$ cat src/rtl/core/cerf_pkg.sv
`default_nettype none
package cerf_pkg;

  localparam int TERM_W    = 32;
  localparam int ID_W      = 4;
  localparam int TALLY_W   = 4;
  localparam int CFG_W     = 4;
  localparam int CFG_IDX_W = 1;

  // largest cluster size (other nodes) honored by the majority check
  localparam logic [CFG_W-1:0] MAX_PEERS = 4'd8;

  localparam logic [TERM_W-1:0]  TERM_TOP  = '1;
  localparam logic [TALLY_W-1:0] TALLY_TOP = '1;

  // event codes on the input stream
  localparam logic [2:0] FUNC_ELECT_TO = 3'd0;
  localparam logic [2:0] FUNC_VOTE_REP = 3'd1;
  localparam logic [2:0] FUNC_HB_REP   = 3'd2;
  localparam logic [2:0] FUNC_APP_REP  = 3'd3;
  localparam logic [2:0] FUNC_HB_TO    = 3'd4;
  localparam logic [2:0] FUNC_APP_REQ  = 3'd5;
  localparam logic [2:0] FUNC_VOTE_REQ = 3'd6;

  // roles
  localparam logic [1:0] ROLE_FOLLOWER  = 2'd0;
  localparam logic [1:0] ROLE_CANDIDATE = 2'd1;
  localparam logic [1:0] ROLE_LEADER    = 2'd2;

  // configuration register indexes
  localparam logic [CFG_IDX_W-1:0] CFG_PEER_COUNT = 1'b0;
  localparam logic [CFG_IDX_W-1:0] CFG_OWN_ID     = 1'b1;

  // queue between front and back
  localparam int Q_DEPTH = 2;
  localparam int Q_AW    = $clog2(Q_DEPTH);
  localparam int Q_CW    = $clog2(Q_DEPTH + 1);

  // decoded event as handed from front to back
  typedef struct packed {
    logic                elect_to;
    logic                vote_rep;
    logic                hb_rep;
    logic                app_rep;
    logic                hb_to;
    logic                app_req;
    logic                vote_req;
    logic [TERM_W-1:0]   msg_term;
    logic [TERM_W-1:0]   sent_term;
    logic                failed;
    logic                grant;
    logic [ID_W-1:0]     cand;
    logic                msg_gt_sent;
    logic                msg_eq_sent;
  } cerf_cmd_t;

  // result item, role in the lowest bits
  typedef struct packed {
    logic                arm_hb;
    logic                restart_timer;
    logic                send_beats;
    logic                start_elect;
    logic                reply_ok;
    logic [TERM_W-1:0]   reply_term;
    logic [TERM_W-1:0]   current_term;
    logic [1:0]          role;
  } cerf_res_t;

endpackage
`default_nettype wire

$ cat src/rtl/core/cerf_front.sv
`default_nettype none
module cerf_front
  import cerf_pkg::*;
(
  input  wire logic            clk,
  input  wire logic            rst,
  input  wire logic            s_tvalid,
  output logic                 s_tready,
  input  wire logic [71:0]     s_tdata,   // msg_term, sent_term, rpc_failed, granted, cand_id
  input  wire logic [2:0]      s_tuser,   // func
  output logic                 cmd_valid,
  input  wire logic            cmd_ready,
  output cerf_cmd_t            cmd
);

  logic      held;
  cerf_cmd_t held_cmd;
  cerf_cmd_t dec;
  logic      take;

  always_comb begin
    dec           = '0;
    dec.msg_term  = s_tdata[31:0];
    dec.sent_term = s_tdata[63:32];
    dec.failed    = s_tdata[64];
    dec.grant     = s_tdata[65];
    dec.cand      = s_tdata[69:66];
    dec.msg_gt_sent = dec.msg_term > dec.sent_term;
    dec.msg_eq_sent = dec.msg_term == dec.sent_term;
    case (s_tuser)
      FUNC_ELECT_TO: dec.elect_to = 1'b1;
      FUNC_VOTE_REP: dec.vote_rep = 1'b1;
      FUNC_HB_REP:   dec.hb_rep   = 1'b1;
      FUNC_APP_REP:  dec.app_rep  = 1'b1;
      FUNC_HB_TO:    dec.hb_to    = 1'b1;
      FUNC_APP_REQ:  dec.app_req  = 1'b1;
      FUNC_VOTE_REQ: dec.vote_req = 1'b1;
      default: ;  // unknown code: all flags low, back gives a no-op result
    endcase
  end

  assign s_tready  = !held || cmd_ready;
  assign take      = s_tvalid && s_tready;
  assign cmd_valid = held;
  assign cmd       = held_cmd;

  always_ff @(posedge clk) begin
    if (rst) begin
      held <= 1'b0;
    end else if (take) begin
      held <= 1'b1;
    end else if (cmd_ready) begin
      held <= 1'b0;
    end
  end

  always_ff @(posedge clk) begin
    if (take) begin
      held_cmd <= dec;
    end
  end

endmodule
`default_nettype wire

$ cat src/rtl/core/cerf_queue.sv
`default_nettype none
module cerf_queue
  import cerf_pkg::*;
(
  input  wire logic      clk,
  input  wire logic      rst,
  input  wire logic      push_valid,
  output logic           push_ready,
  input  wire cerf_cmd_t push_cmd,
  output logic           pop_valid,
  input  wire logic      pop_ready,
  output cerf_cmd_t      pop_cmd
);

  cerf_cmd_t        mem [Q_DEPTH];
  logic [Q_AW-1:0]  wr_ptr;
  logic [Q_AW-1:0]  rd_ptr;
  logic [Q_CW-1:0]  count;
  logic             push;
  logic             pop;

  assign push_ready = count != Q_CW'(Q_DEPTH);
  assign pop_valid  = count != '0;
  assign push       = push_valid && push_ready;
  assign pop        = pop_valid && pop_ready;
  assign pop_cmd    = mem[rd_ptr];

  always_ff @(posedge clk) begin
    if (push) begin
      mem[wr_ptr] <= push_cmd;
    end
  end

  always_ff @(posedge clk) begin
    if (rst) begin
      wr_ptr <= '0;
      rd_ptr <= '0;
      count  <= '0;
    end else begin
      if (push) begin
        wr_ptr <= (wr_ptr == Q_AW'(Q_DEPTH - 1)) ? '0 : wr_ptr + 1'b1;
      end
      if (pop) begin
        rd_ptr <= (rd_ptr == Q_AW'(Q_DEPTH - 1)) ? '0 : rd_ptr + 1'b1;
      end
      if (push && !pop) begin
        count <= count + 1'b1;
      end else if (pop && !push) begin
        count <= count - 1'b1;
      end
    end
  end

`ifndef SYNTHESIS
  a_count_bound: assert property (@(posedge clk) disable iff (rst)
    count <= Q_CW'(Q_DEPTH))
    else $error("queue count above depth");

  a_count_track: assert property (@(posedge clk) disable iff (rst)
    push && !pop |=> count == $past(count) + 1'b1)
    else $error("queue count missed a push");
`endif

endmodule
`default_nettype wire

$ cat src/rtl/core/cerf_back.sv
`default_nettype none
module cerf_back
  import cerf_pkg::*;
(
  input  wire logic                 clk,
  input  wire logic                 rst,
  input  wire logic                 cfg_we,
  input  wire logic [CFG_IDX_W-1:0] cfg_index,
  input  wire logic [CFG_W-1:0]     cfg_data,
  input  wire logic                 cmd_valid,
  output logic                      cmd_ready,
  input  wire cerf_cmd_t            cmd,
  output logic                      res_valid,
  input  wire logic                 res_ready,
  output cerf_res_t                 res
);

  // configuration
  logic [CFG_W-1:0]   peer_count;
  logic [ID_W-1:0]    own_id;

  // node state
  logic [1:0]         node_role, node_role_next;
  logic [TERM_W-1:0]  term_reg, term_reg_next;
  logic               vote_cast, vote_cast_next;
  logic [ID_W-1:0]    voted_id, voted_id_next;
  logic [TALLY_W-1:0] vote_tally, vote_tally_next;

  cerf_res_t          res_next;
  logic               fire;
  logic [CFG_W-1:0]   peers;
  logic [CFG_W-1:0]   majority;
  logic               msg_gt_term;
  logic               msg_lt_term;
  logic               step_down;
  logic [TALLY_W-1:0] tally_inc;
  logic               vr_role_f;
  logic               vr_cast;

  assign cmd_ready = !res_valid || res_ready;
  assign fire      = cmd_valid && cmd_ready;

  assign peers    = (peer_count > MAX_PEERS) ? MAX_PEERS : peer_count;
  assign majority = CFG_W'((peers + 1'b1) >> 1);

  assign msg_gt_term = cmd.msg_term > term_reg;
  assign msg_lt_term = cmd.msg_term < term_reg;
  assign tally_inc   = (vote_tally < TALLY_TOP) ? vote_tally + 1'b1 : vote_tally;

  // vote request: role and vote mark after a possible step-down
  assign vr_role_f = msg_gt_term || (node_role == ROLE_FOLLOWER);
  assign vr_cast   = !msg_gt_term && vote_cast;

  always_comb begin
    node_role_next  = node_role;
    term_reg_next   = term_reg;
    vote_cast_next  = vote_cast;
    voted_id_next   = voted_id;
    vote_tally_next = vote_tally;
    step_down       = 1'b0;
    res_next        = '0;

    if (cmd.elect_to) begin
      if (node_role != ROLE_LEADER && cmd.sent_term == term_reg) begin
        term_reg_next         = (term_reg == TERM_TOP) ? term_reg : term_reg + 1'b1;
        node_role_next        = ROLE_CANDIDATE;
        vote_cast_next        = 1'b1;
        voted_id_next         = own_id;
        vote_tally_next       = TALLY_W'(1);
        res_next.start_elect  = 1'b1;
        res_next.restart_timer = 1'b1;
      end
    end else if (cmd.vote_rep) begin
      if (!cmd.failed) begin
        if (cmd.msg_gt_sent) begin
          step_down = 1'b1;
        end else if (cmd.msg_eq_sent && cmd.grant) begin
          vote_tally_next = tally_inc;
          if (tally_inc > majority) begin
            node_role_next  = ROLE_LEADER;
            res_next.arm_hb = 1'b1;
          end
        end
      end
    end else if (cmd.hb_rep) begin
      step_down = !cmd.failed && !cmd.grant && cmd.msg_gt_sent;
    end else if (cmd.app_rep) begin
      step_down = !cmd.failed && msg_gt_term;
    end else if (cmd.hb_to) begin
      if (node_role == ROLE_LEADER) begin
        res_next.send_beats = 1'b1;
        res_next.arm_hb     = 1'b1;
      end
    end else if (cmd.app_req) begin
      res_next.reply_term = term_reg;
      if (!msg_lt_term) begin
        term_reg_next          = cmd.msg_term;
        res_next.restart_timer = 1'b1;
        res_next.reply_ok      = 1'b1;
        step_down              = node_role != ROLE_FOLLOWER;
      end
    end else if (cmd.vote_req) begin
      step_down           = msg_gt_term;
      res_next.reply_term = msg_gt_term ? cmd.msg_term : term_reg;
      if (!msg_lt_term && vr_role_f && !vr_cast) begin
        vote_cast_next         = 1'b1;
        voted_id_next          = cmd.cand;
        res_next.restart_timer = 1'b1;
        res_next.reply_ok      = 1'b1;
      end
    end

    // step-down to the message term; a vote granted in the same request wins
    if (step_down) begin
      term_reg_next          = cmd.msg_term;
      node_role_next         = ROLE_FOLLOWER;
      res_next.restart_timer = 1'b1;
      if (!res_next.reply_ok || cmd.app_req) begin
        vote_cast_next = 1'b0;
        voted_id_next  = '0;
      end
    end

    res_next.role         = node_role_next;
    res_next.current_term = term_reg_next;
  end

  always_ff @(posedge clk) begin
    if (rst) begin
      peer_count <= CFG_W'(2);
      own_id     <= '0;
    end else if (cfg_we) begin
      case (cfg_index)
        CFG_PEER_COUNT: peer_count <= cfg_data;
        CFG_OWN_ID:     own_id     <= cfg_data;
        default: ;
      endcase
    end
  end

  always_ff @(posedge clk) begin
    if (rst) begin
      node_role  <= ROLE_FOLLOWER;
      term_reg   <= '0;
      vote_cast  <= 1'b0;
      voted_id   <= '0;
      vote_tally <= '0;
      res_valid  <= 1'b0;
    end else begin
      if (fire) begin
        node_role  <= node_role_next;
        term_reg   <= term_reg_next;
        vote_cast  <= vote_cast_next;
        voted_id   <= voted_id_next;
        vote_tally <= vote_tally_next;
        res_valid  <= 1'b1;
      end else if (res_ready) begin
        res_valid  <= 1'b0;
      end
    end
  end

  always_ff @(posedge clk) begin
    if (fire) begin
      res <= res_next;
    end
  end

`ifndef SYNTHESIS
  a_start_is_cand: assert property (@(posedge clk) disable iff (rst)
    res_valid && res.start_elect |-> res.restart_timer && res.role == ROLE_CANDIDATE)
    else $error("election start without candidate role and timer pulse");

  a_granted_vote_marked: assert property (@(posedge clk) disable iff (rst)
    fire && cmd.vote_req && res_next.reply_ok |=> vote_cast && node_role == ROLE_FOLLOWER)
    else $error("vote granted but not recorded");
`endif

endmodule
`default_nettype wire

$ cat src/rtl/core/consensus_election_role_fsm.sv
`default_nettype none
// Election role machine of one cluster node. Each request on the s_ side is one
// event (timer expiry, reply to an RPC this node sent, or an incoming append or
// vote request) and yields exactly one result request on the m_ side carrying
// the role and term after the event, the answer for incoming requests, and
// action pulses (start election, send heartbeats, restart election timer, arm
// heartbeat timer). The block takes one event per clock unless the result side
// stalls. Each event is held in the decode register of the front end, then in
// the two-entry queue; then the back end updates the node state and registers
// the result. The back end's registered state update is the loop that sets the
// rate. Configuration (peer_count, own_id) is written on the cfg_ port; the user
// must do so only while no event is in flight; the block does not enforce it.
module consensus_election_role_fsm
  import cerf_pkg::*;
(
  input  wire logic                 clk,
  input  wire logic                 rst,
  // configuration write
  input  wire logic                 cfg_we,
  input  wire logic [CFG_IDX_W-1:0] cfg_index,
  input  wire logic [CFG_W-1:0]     cfg_data,
  // event stream
  input  wire logic                 s_tvalid,
  output logic                      s_tready,
  input  wire logic [71:0]          s_tdata,   // msg_term, sent_term, rpc_failed, granted, cand_id
  input  wire logic [2:0]           s_tuser,   // func
  // result stream
  output logic                      m_tvalid,
  input  wire logic                 m_tready,
  output logic [71:0]               m_tdata    // role, current_term, reply_term, reply_ok,
                                               // start_election, send_heartbeats,
                                               // restart_election_timer, arm_heartbeat_timer
);

  // front -> queue
  logic      f_valid;
  logic      f_ready;
  cerf_cmd_t f_cmd;

  // queue -> back
  logic      q_valid;
  logic      q_ready;
  cerf_cmd_t q_cmd;

  cerf_res_t res;

  // front: take events and decode the event code and term compares
  cerf_front u_front (
    .clk       (clk),
    .rst       (rst),
    .s_tvalid  (s_tvalid),
    .s_tready  (s_tready),
    .s_tdata   (s_tdata),
    .s_tuser   (s_tuser),
    .cmd_valid (f_valid),
    .cmd_ready (f_ready),
    .cmd       (f_cmd)
  );

  // short queue so a stalled result side does not stop event intake at once
  cerf_queue u_queue (
    .clk        (clk),
    .rst        (rst),
    .push_valid (f_valid),
    .push_ready (f_ready),
    .push_cmd   (f_cmd),
    .pop_valid  (q_valid),
    .pop_ready  (q_ready),
    .pop_cmd    (q_cmd)
  );

  // back: node state, role rules, registered result
  cerf_back u_back (
    .clk       (clk),
    .rst       (rst),
    .cfg_we    (cfg_we),
    .cfg_index (cfg_index),
    .cfg_data  (cfg_data),
    .cmd_valid (q_valid),
    .cmd_ready (q_ready),
    .cmd       (q_cmd),
    .res_valid (m_tvalid),
    .res_ready (m_tready),
    .res       (res)
  );

  // pad to whole bytes
  assign m_tdata = {1'b0, res};

endmodule
`default_nettype wire

$ cat config.mk
export PLATFORM = sky130hd
export DESIGN_NAME = consensus_election_role_fsm
export DESIGN_NICKNAME = d
export VERILOG_FILES = /design/src/rtl/core/cerf_pkg.sv /design/src/rtl/core/cerf_front.sv /design/src/rtl/core/cerf_queue.sv /design/src/rtl/core/cerf_back.sv /design/src/rtl/core/consensus_election_role_fsm.sv
export SDC_FILE = /design/constraint.sdc
export NUM_CORES = 1
export LEC_CHECK = 0
export BUFFER_PORTS_ARGS = -buffer_cell sky130_fd_sc_hd__buf_4
export CAP_MARGIN = 20
export CELL_PAD_IN_SITES_DETAIL_PLACEMENT = 1
export CELL_PAD_IN_SITES_GLOBAL_PLACEMENT = 1
export CORE_MARGIN = 3
export CORE_UTILIZATION = 44
export DETAILED_ROUTE_END_ITERATION = 10
export PLACE_DENSITY = 0.79
export SYNTH_ARGS = -nofsm -noshare
export SYNTH_HDL_FRONTEND = slang
export SYNTH_SLANG_ARGS = --single-unit
export TNS_END_PERCENT = 100
$ cat constraint.sdc
create_clock -name clk -period 4.24 [get_ports clk]
set_input_delay 0.424 -clock clk [delete_from_list [all_inputs] [get_ports clk]]
set_output_delay 0.424 -clock clk [all_outputs]
set_load 0.005 [all_outputs]
==> metrics.yaml, run 1 <==
outcome: "finished, final reports clean"
netlist_area_sq_um: 16300
drv_slew: 0
drv_cap: 0
largest_reg_flops: 150
worst-path-buf-inv: 3
vias_per_cell: 5.89
max_stage_delay_ps: 580
synthTopCellsByArea: "edfxtp_1, dfxtp_1, ha_1"
syn_nets: 1483
crit_slowest_cell: "dfxtp_4"
syn_avg_cell_area_sq_um: 12.3
cts_buffers: 38
seq_area_frac_synth: 0.606
root_buffer: "clkbuf_16"
die_y_um: 199
clock_path_buffers: 3
drc: 0
design.die.area_sq_um: 39500
grt_pass1_wl_um: 71700
crit_required_ps: 4520
hold_path_class: "input pin to flip-flop"
wire_per_inst_um: 24.0
vias: 11800
synth.distinct_cells: 70
crit_type: "flip-flop to flip-flop"
clk_pin_slew_ps: 60
final_common_cell: "edfxtp_1"
cp_top_family: "simple AND/OR/NAND/NOR gates"
ys_async_sr_fraction: 0
core_sq_um: 36100
fin_area_sq_um: 19500
synth_flop_cell: "edfxtp_1"
tightest_slew_ps: 1100
fin_crit_ps: 4010
crit_path_max_fanout: 15
largest-register: "u_queue.mem"
grt_usage: 0.239
die_w_um: 199
period_share: 0.947
antenna_found_initial: 1
floorplan.initialDensity: 0.453
final_layout_size_suffix_gt1_frac: 0.210
port_buffers: 151
crit_arrival_ps: 4300
grt_max_degree: 76
postSynthCellCount: 1327
synth_top_cell_by_area: "edfxtp_1"
hp-start: "s_tdata[13]"
max_slew_margin: 0.264
num_io_pins: 159
fp-row-count: 69
finalWirelength_um: 47800
finalHoldViolCount: 0
yosysWarnings: 0
htreeDepth: 2
synth_top_area_frac: 0.544
syn_to_final_growth_pct: 19.2
fin_nets: 1661
final_cell_mix: "edfxtp_1, buf_4, nor2_1, nand2_1, inv_1"
clock-sinks: 346
diodes: 0
clock_latency_ps: 560
cts_tree: "built"
grt_setup_unrepaired: "no"
ant_nets: 0
leakagePower_nw: 7.20
gp_congestion: 0.925
setup_viol: 0
tns_ps: 0
fin_skew_ps: 31.3
vdd_drop_max_mv: 0.278
ys_ff_latch: 346
path_cells: "buf_12 -> mux2_2 -> ha_1 -> nand4_1 -> nor3_1 -> a21boi_0 -> o31ai_1 -> buf_4 -> a21o_1 -> and3_1 -> buf_4 -> o21a_1 -> nor3_1"
critPathLaunchType: "flip-flop"
synth_edf_count: 296
dp_hpwl_um: 34200
power.density_nw_per_um2: 632
placed_cell_area_sq_um: 18200
first_global_vias: 12100
first_pass_iters: 5
dr.first_iter.drc_count: 1061
cp-end-kind: "flip-flop"
grt_overflow: 0
fmax_mhz: 249
## final timing paths
path	cells after the start	end	slack, ps
setup / recovery	13	u_back.res[18]$_DFFE_PP_	230
setup reg to reg	13	u_back.res[18]$_DFFE_PP_	230
hold reg to reg	0	u_queue.mem[0][19]$_DFFE_PP_	430
hold / removal	1	u_front.cmd[53]$_DFFE_PP_	70
## metrics by stage
stage / std cells / hold slack (ps) / power, mW / utilization / setup WS, ps
6_report: 1995 / 65.6 / 12.3 / 0.539 / 226
5_1_grt: 1995 / 44.2 / 12.9 / 0.539 / 75.0
4_1_cts: 1994 / 46.3 / 12.3 / 0.539 / 264
3_5_place_dp: 1925 / 433 / 9.04 / 0.505 / 277
3_3_place_gp: 1925 / 425 / 8.87 / 0.505 / 398
2_1_floorplan: 1327 / 421 / 7.27 / - / 16.9
## cell families after synthesis
kind of cell	after synthesis	share of synthesized area
compound gates	248	0.106
xor+xnor	45	0.0241
fa+ha+maj	71	0.0544
buf+inv	149	0.0371
flops	346	0.606
mux	78	0.0507
other cells	1	0.000230
simple gates	389	0.122
## final cells by class
type,count,area (sq um)
tap,461,577
fill,3758,16600
clock buffer,44,973
inverter,77,292
timing repair buffer,210,1630
sequential,346,9890
multi-input combinational,832,5870
clock inverter,25,231
## power breakdown
group	switching, mW	leakage [nW]	internal [mW]
combinational	2.49	3.40	1.62
clock	1.37	0.576	1.85
sequential	0.504	3.22	4.47
total	4.36	7.20	7.95
## routing by layer
| metal | share of wire | up-vias | global-route usage | routed length, um |
|---|---|---|---|---|
| li1 | - | 5405 | - | - |
| met1 | 0.42 | 5863 | 0.321 | 20200 |
| met2 | 0.48 | 410 | 0.397 | 23000 |
| met3 | 0.065 | 78 | 0.0425 | 3130 |
| met4 | 0.029 | 2 | 0.0781 | 1400 |
| met5 | 0.00027 | - | 0 | 13 |
## synthesized netlist by cell type, types with 33 or more instances
library cell,number
dfxtp_1,50
inv_1,76
nor2_1,91
a22oi_1,35
xnor2_1,42
ha_1,71
o21ai_0,38
mux2i_1,40
mux2_2,38
nand3_1,40
edfxtp_1,296
clkbuf_1,55
nand2_1,80
nor3_1,33
a21oi_1,42
## what timing repair did
item	CTS	global route
resized for setup	0	0
setup endpoints to repair	0	4
hold buffers	0	0
buffers inserted	0	1
Power figures use the tool's default switching activity.
==> inputs of run 2 (changes only) <==
Settings changed: ABC_AREA set to 1, CORE_MARGIN 3 to 1.5, CORE_UTILIZATION 44 to 42.
==> metrics.yaml, run 2 <==
fmax_mhz: 248  # -0.50%
core_sq_um: 41900  # +16%
reg2reg_slack_ps: 210  # -20 ps
crit_required_ps: 4680  # +160 ps
finalWirelength_um: 57200  # +20%
wl_met2_um: 27400  # +19%
hp-start: "s_tdata[65]"
synth_most_common_cell: "nand2_1"
tns_ps: 0  # unchanged
seq_area_frac_synth: 0.556  # -0.0493
hold_end: "u_front.cmd[6]$_DFFE_PP_"
clk_pin_slew_ps: 60  # about the same
synth.distinct_cells: 46  # -34%
fillCellCount: 4833  # +29%
period_share: 0.951  # +0.00471
largest_reg_flops: 150  # unchanged
ys_async_sr_fraction: 0  # unchanged
crit_arrival_ps: 4470  # +170 ps
final_common_cell: "nand2_1"
crit_type: "flip-flop to flip-flop"
clock-sinks: 346  # unchanged
dr_wl_met3_um: 3080  # -1.4%
reg2reg_depth: 23  # +10
multi_input_area_sq_um: 6750  # +15%
synth_edf_count: 296  # unchanged
grt_usage: 0.262  # +0.0225
synth_flop_cell: "edfxtp_1"
grt_setup_unrepaired: "no"
die_y_um: 209  # +5.1%
finalHoldViolCount: 0  # unchanged
layout_setup_ws_ps: 206  # -20.0 ps
first_pass_iters: 5  # unchanged
cts_buffers: 37  # -2.6%
power.density_nw_per_um2: 723  # +14%
diodes: 0  # unchanged
drv_cap: 0  # unchanged
synth_common_cells: "nand2_1, edfxtp_1, nand3_1, inv_1, o21ai_0"
ctsResizeCount: 0  # unchanged
yosysWarnings: 0  # unchanged
die_w_um: 209  # +5.1%
dp_hpwl_um: 42600  # +24%
fin_skew_ps: 15.5  # -15.8 ps
final_layout_size_suffix_gt1_frac: 0.151  # -0.0592
critPathLaunchType: "flip-flop"
synth_xor_area_frac: 0.00788  # -0.0163
vias: 14800  # +26%
min_path_cells: 1  # unchanged
largest-register: "u_queue.mem"
tightest_slew_ps: 1010  # -95.2 ps
crit_path_max_fanout: 50  # +35
met1_length_um: 24500  # +21%
grt_overflow: 0  # unchanged
syn_nets: 2125  # +43%
first_global_vias: 15500  # +28%
syn_to_final_growth_pct: 17.9
fin_crit_ps: 4030  # +20.0 ps
dr.first_iter.drc_count: 1006  # -5.2%
setup_viol: 0  # unchanged
num_io_pins: 159  # unchanged
vdd_drop_max_mv: 0.327  # +18%
top_layer_used: "met4"
outcome: "finished, final reports clean"
design.die.area_sq_um: 43600  # +10%
clock_latency_ps: 550  # about the same
cp-end-kind: "flip-flop"
drv_slew: 0  # unchanged
synth_top_cell_by_area: "edfxtp_1"
leakagePower_nw: 9.02  # +25%
clock_path_buffers: 3  # unchanged
port_buffers: 151  # unchanged
drc: 0  # unchanged
cts_setup_buffers: 0  # unchanged
synthAdderAreaFrac: 0.0500  # -0.00443
postSynthCellCount: 1969  # +48%
final_cell_mix: "nand2_1, edfxtp_1, nand3_1, buf_4, inv_1"
place_ws_ps: 174  # -103 ps
reg2reg_to: "u_back.term_reg[2]$_SDFFE_PP0P_"
regArea_sq_um: 9890  # about the same
ys_ff_latch: 346  # unchanged
ant_nets: 0  # unchanged
hold_path_class: "input pin to flip-flop"
htreeDepth: 2  # unchanged
synth_mux_area_frac: 0.00232  # -0.0484
syn_avg_cell_area_sq_um: 9.03  # -27%
cts_hold_buf: 0  # unchanged
fin_nets: 2286  # +38%
fp-row-count: 75  # +8.7%
floorplan.initialDensity: 0.425  # -0.0277
vias_per_cell: 5.50  # -6.6%
gp_congestion: 0.916  # -1.0%
synth_top_area_frac: 0.500  # -0.0444
antenna_found_initial: 0  # -1
root_buffer: "clkbuf_16"
synth_top_family_by_area: "simple AND/OR/NAND/NOR gates"
synth-compound-area-share: 0.0776  # -0.0282
cts_tree: "built"
synthSimpleGateAreaFrac: 0.240  # +0.118
grt_max_degree: 76  # unchanged
max_slew_margin: 0.318  # +0.0540
wire_per_inst_um: 21.2  # -11%
netlist_area_sq_um: 17800  # +8.9%
grt_pass1_wl_um: 87600  # +22%
synthTopCellsByArea: "edfxtp_1, nand2_1, nand3_1"
-- run 2: cell count changes after synthesis, sizes merged, moves of 24 or more --
cell    before  now
nand3       40  241
mux2i       40    3
inv         76  198
mux2        38    1
and3        24    0
a22oi       35    0
or2          0   41
xnor2       42    0
buf         17   42
nand2       80  585
a221oi       6   32
nor4        27    2
a21oi       42   76
o21ai       42  114
-- run 2: critical path, cell delays in order, from the launching register on --
cell and delay, ps:
dfxtp_2 340, buf_12 180, o21ai_0 690, inv_1 200, ha_1 330, nand2_1 90, inv_1 50, nand2_1 70
nand2_1 50, nand2_1 60, nand3_1 150, a21oi_1 340, nand2_2 180, nand2_1 130, inv_2 70, nand2_1 120
buf_4 260, nand2_1 80, nand3_1 80, nand2_1 70, nand2_1 90, nand3_1 100, nand2_1 130, inv_1 40
-- run 2: worst max path at each step --
stage,startpoint,end,slack [ps],depth (start not counted)
2_1_floorplan,u_queue.count[1]$_SDFFE_PP0P_,u_queue.mem[1][0]$_DFFE_PP_,60,3
5_1_grt,flip-flop,u_back.term_reg[2]$_SDFFE_PP0P_,50,26
3_3_place_gp,flip-flop,u_back.res[15]$_DFFE_PP_,340,21
4_1_cts,flip-flop,u_back.term_reg[2]$_SDFFE_PP0P_,140,25
6_report,flip-flop,u_back.term_reg[2]$_SDFFE_PP0P_,210,23
3_5_place_dp,flip-flop,u_back.res[50]$_SDFFCE_PP0P_,170,19
-- run 2: per-layer routing --
| layer | up-vias | track usage |
|---|---|---|
| met1 | 7247 | 0.341 |
| li1 | 6978 | - |
| met5 | - | 0 |
| met3 | 132 | 0.0374 |
| met4 | 0 | 0.111 |
| met2 | 480 | 0.437 |
-- run 2: cells by family (layout without fill, tap and decap cells) --
group	after synthesis	in the layout
AND/OR/NAND/NOR	996	996
flip-flops	346	346
buffers and inverters	294	482
AO/OA/AOI/OAI	241	241
adder cells (fa/ha/maj)	71	71
XOR/XNOR	16	16
multiplexers	4	4
other	1	1
-- run 2: cell type report --
type / instances / area share
Timing Repair Buffer: 211 / 0.0810
Tap cell: 539 / 0.0322
Sequential cell: 346 / 0.472
Inverter: 205 / 0.0367
Multi-Input combinational cell: 1329 / 0.322
Clock buffer: 47 / 0.0469
Clock inverter: 19 / 0.00914
-- run 2: power breakdown --
part,internal (mW),switching [mW]
clock,1.84,1.33
sequential,4.66,0.538
combinational,2.24,4.55
-- run 2: per-stage QoR --
step	instances	instance area (sq um)	utilization	hold slack (ps)	total power, mW
2_1_floorplan	1969	17800	-	421	9.04
3_3_place_gp	2630	19800	0.472	427	11.6
3_5_place_dp	2630	19800	0.472	431	11.9
4_1_cts	2696	20900	0.501	31.4	15.1
5_1_grt	2696	21000	0.501	42.1	16.0
6_report	2696	21000	0.501	51.5	15.2
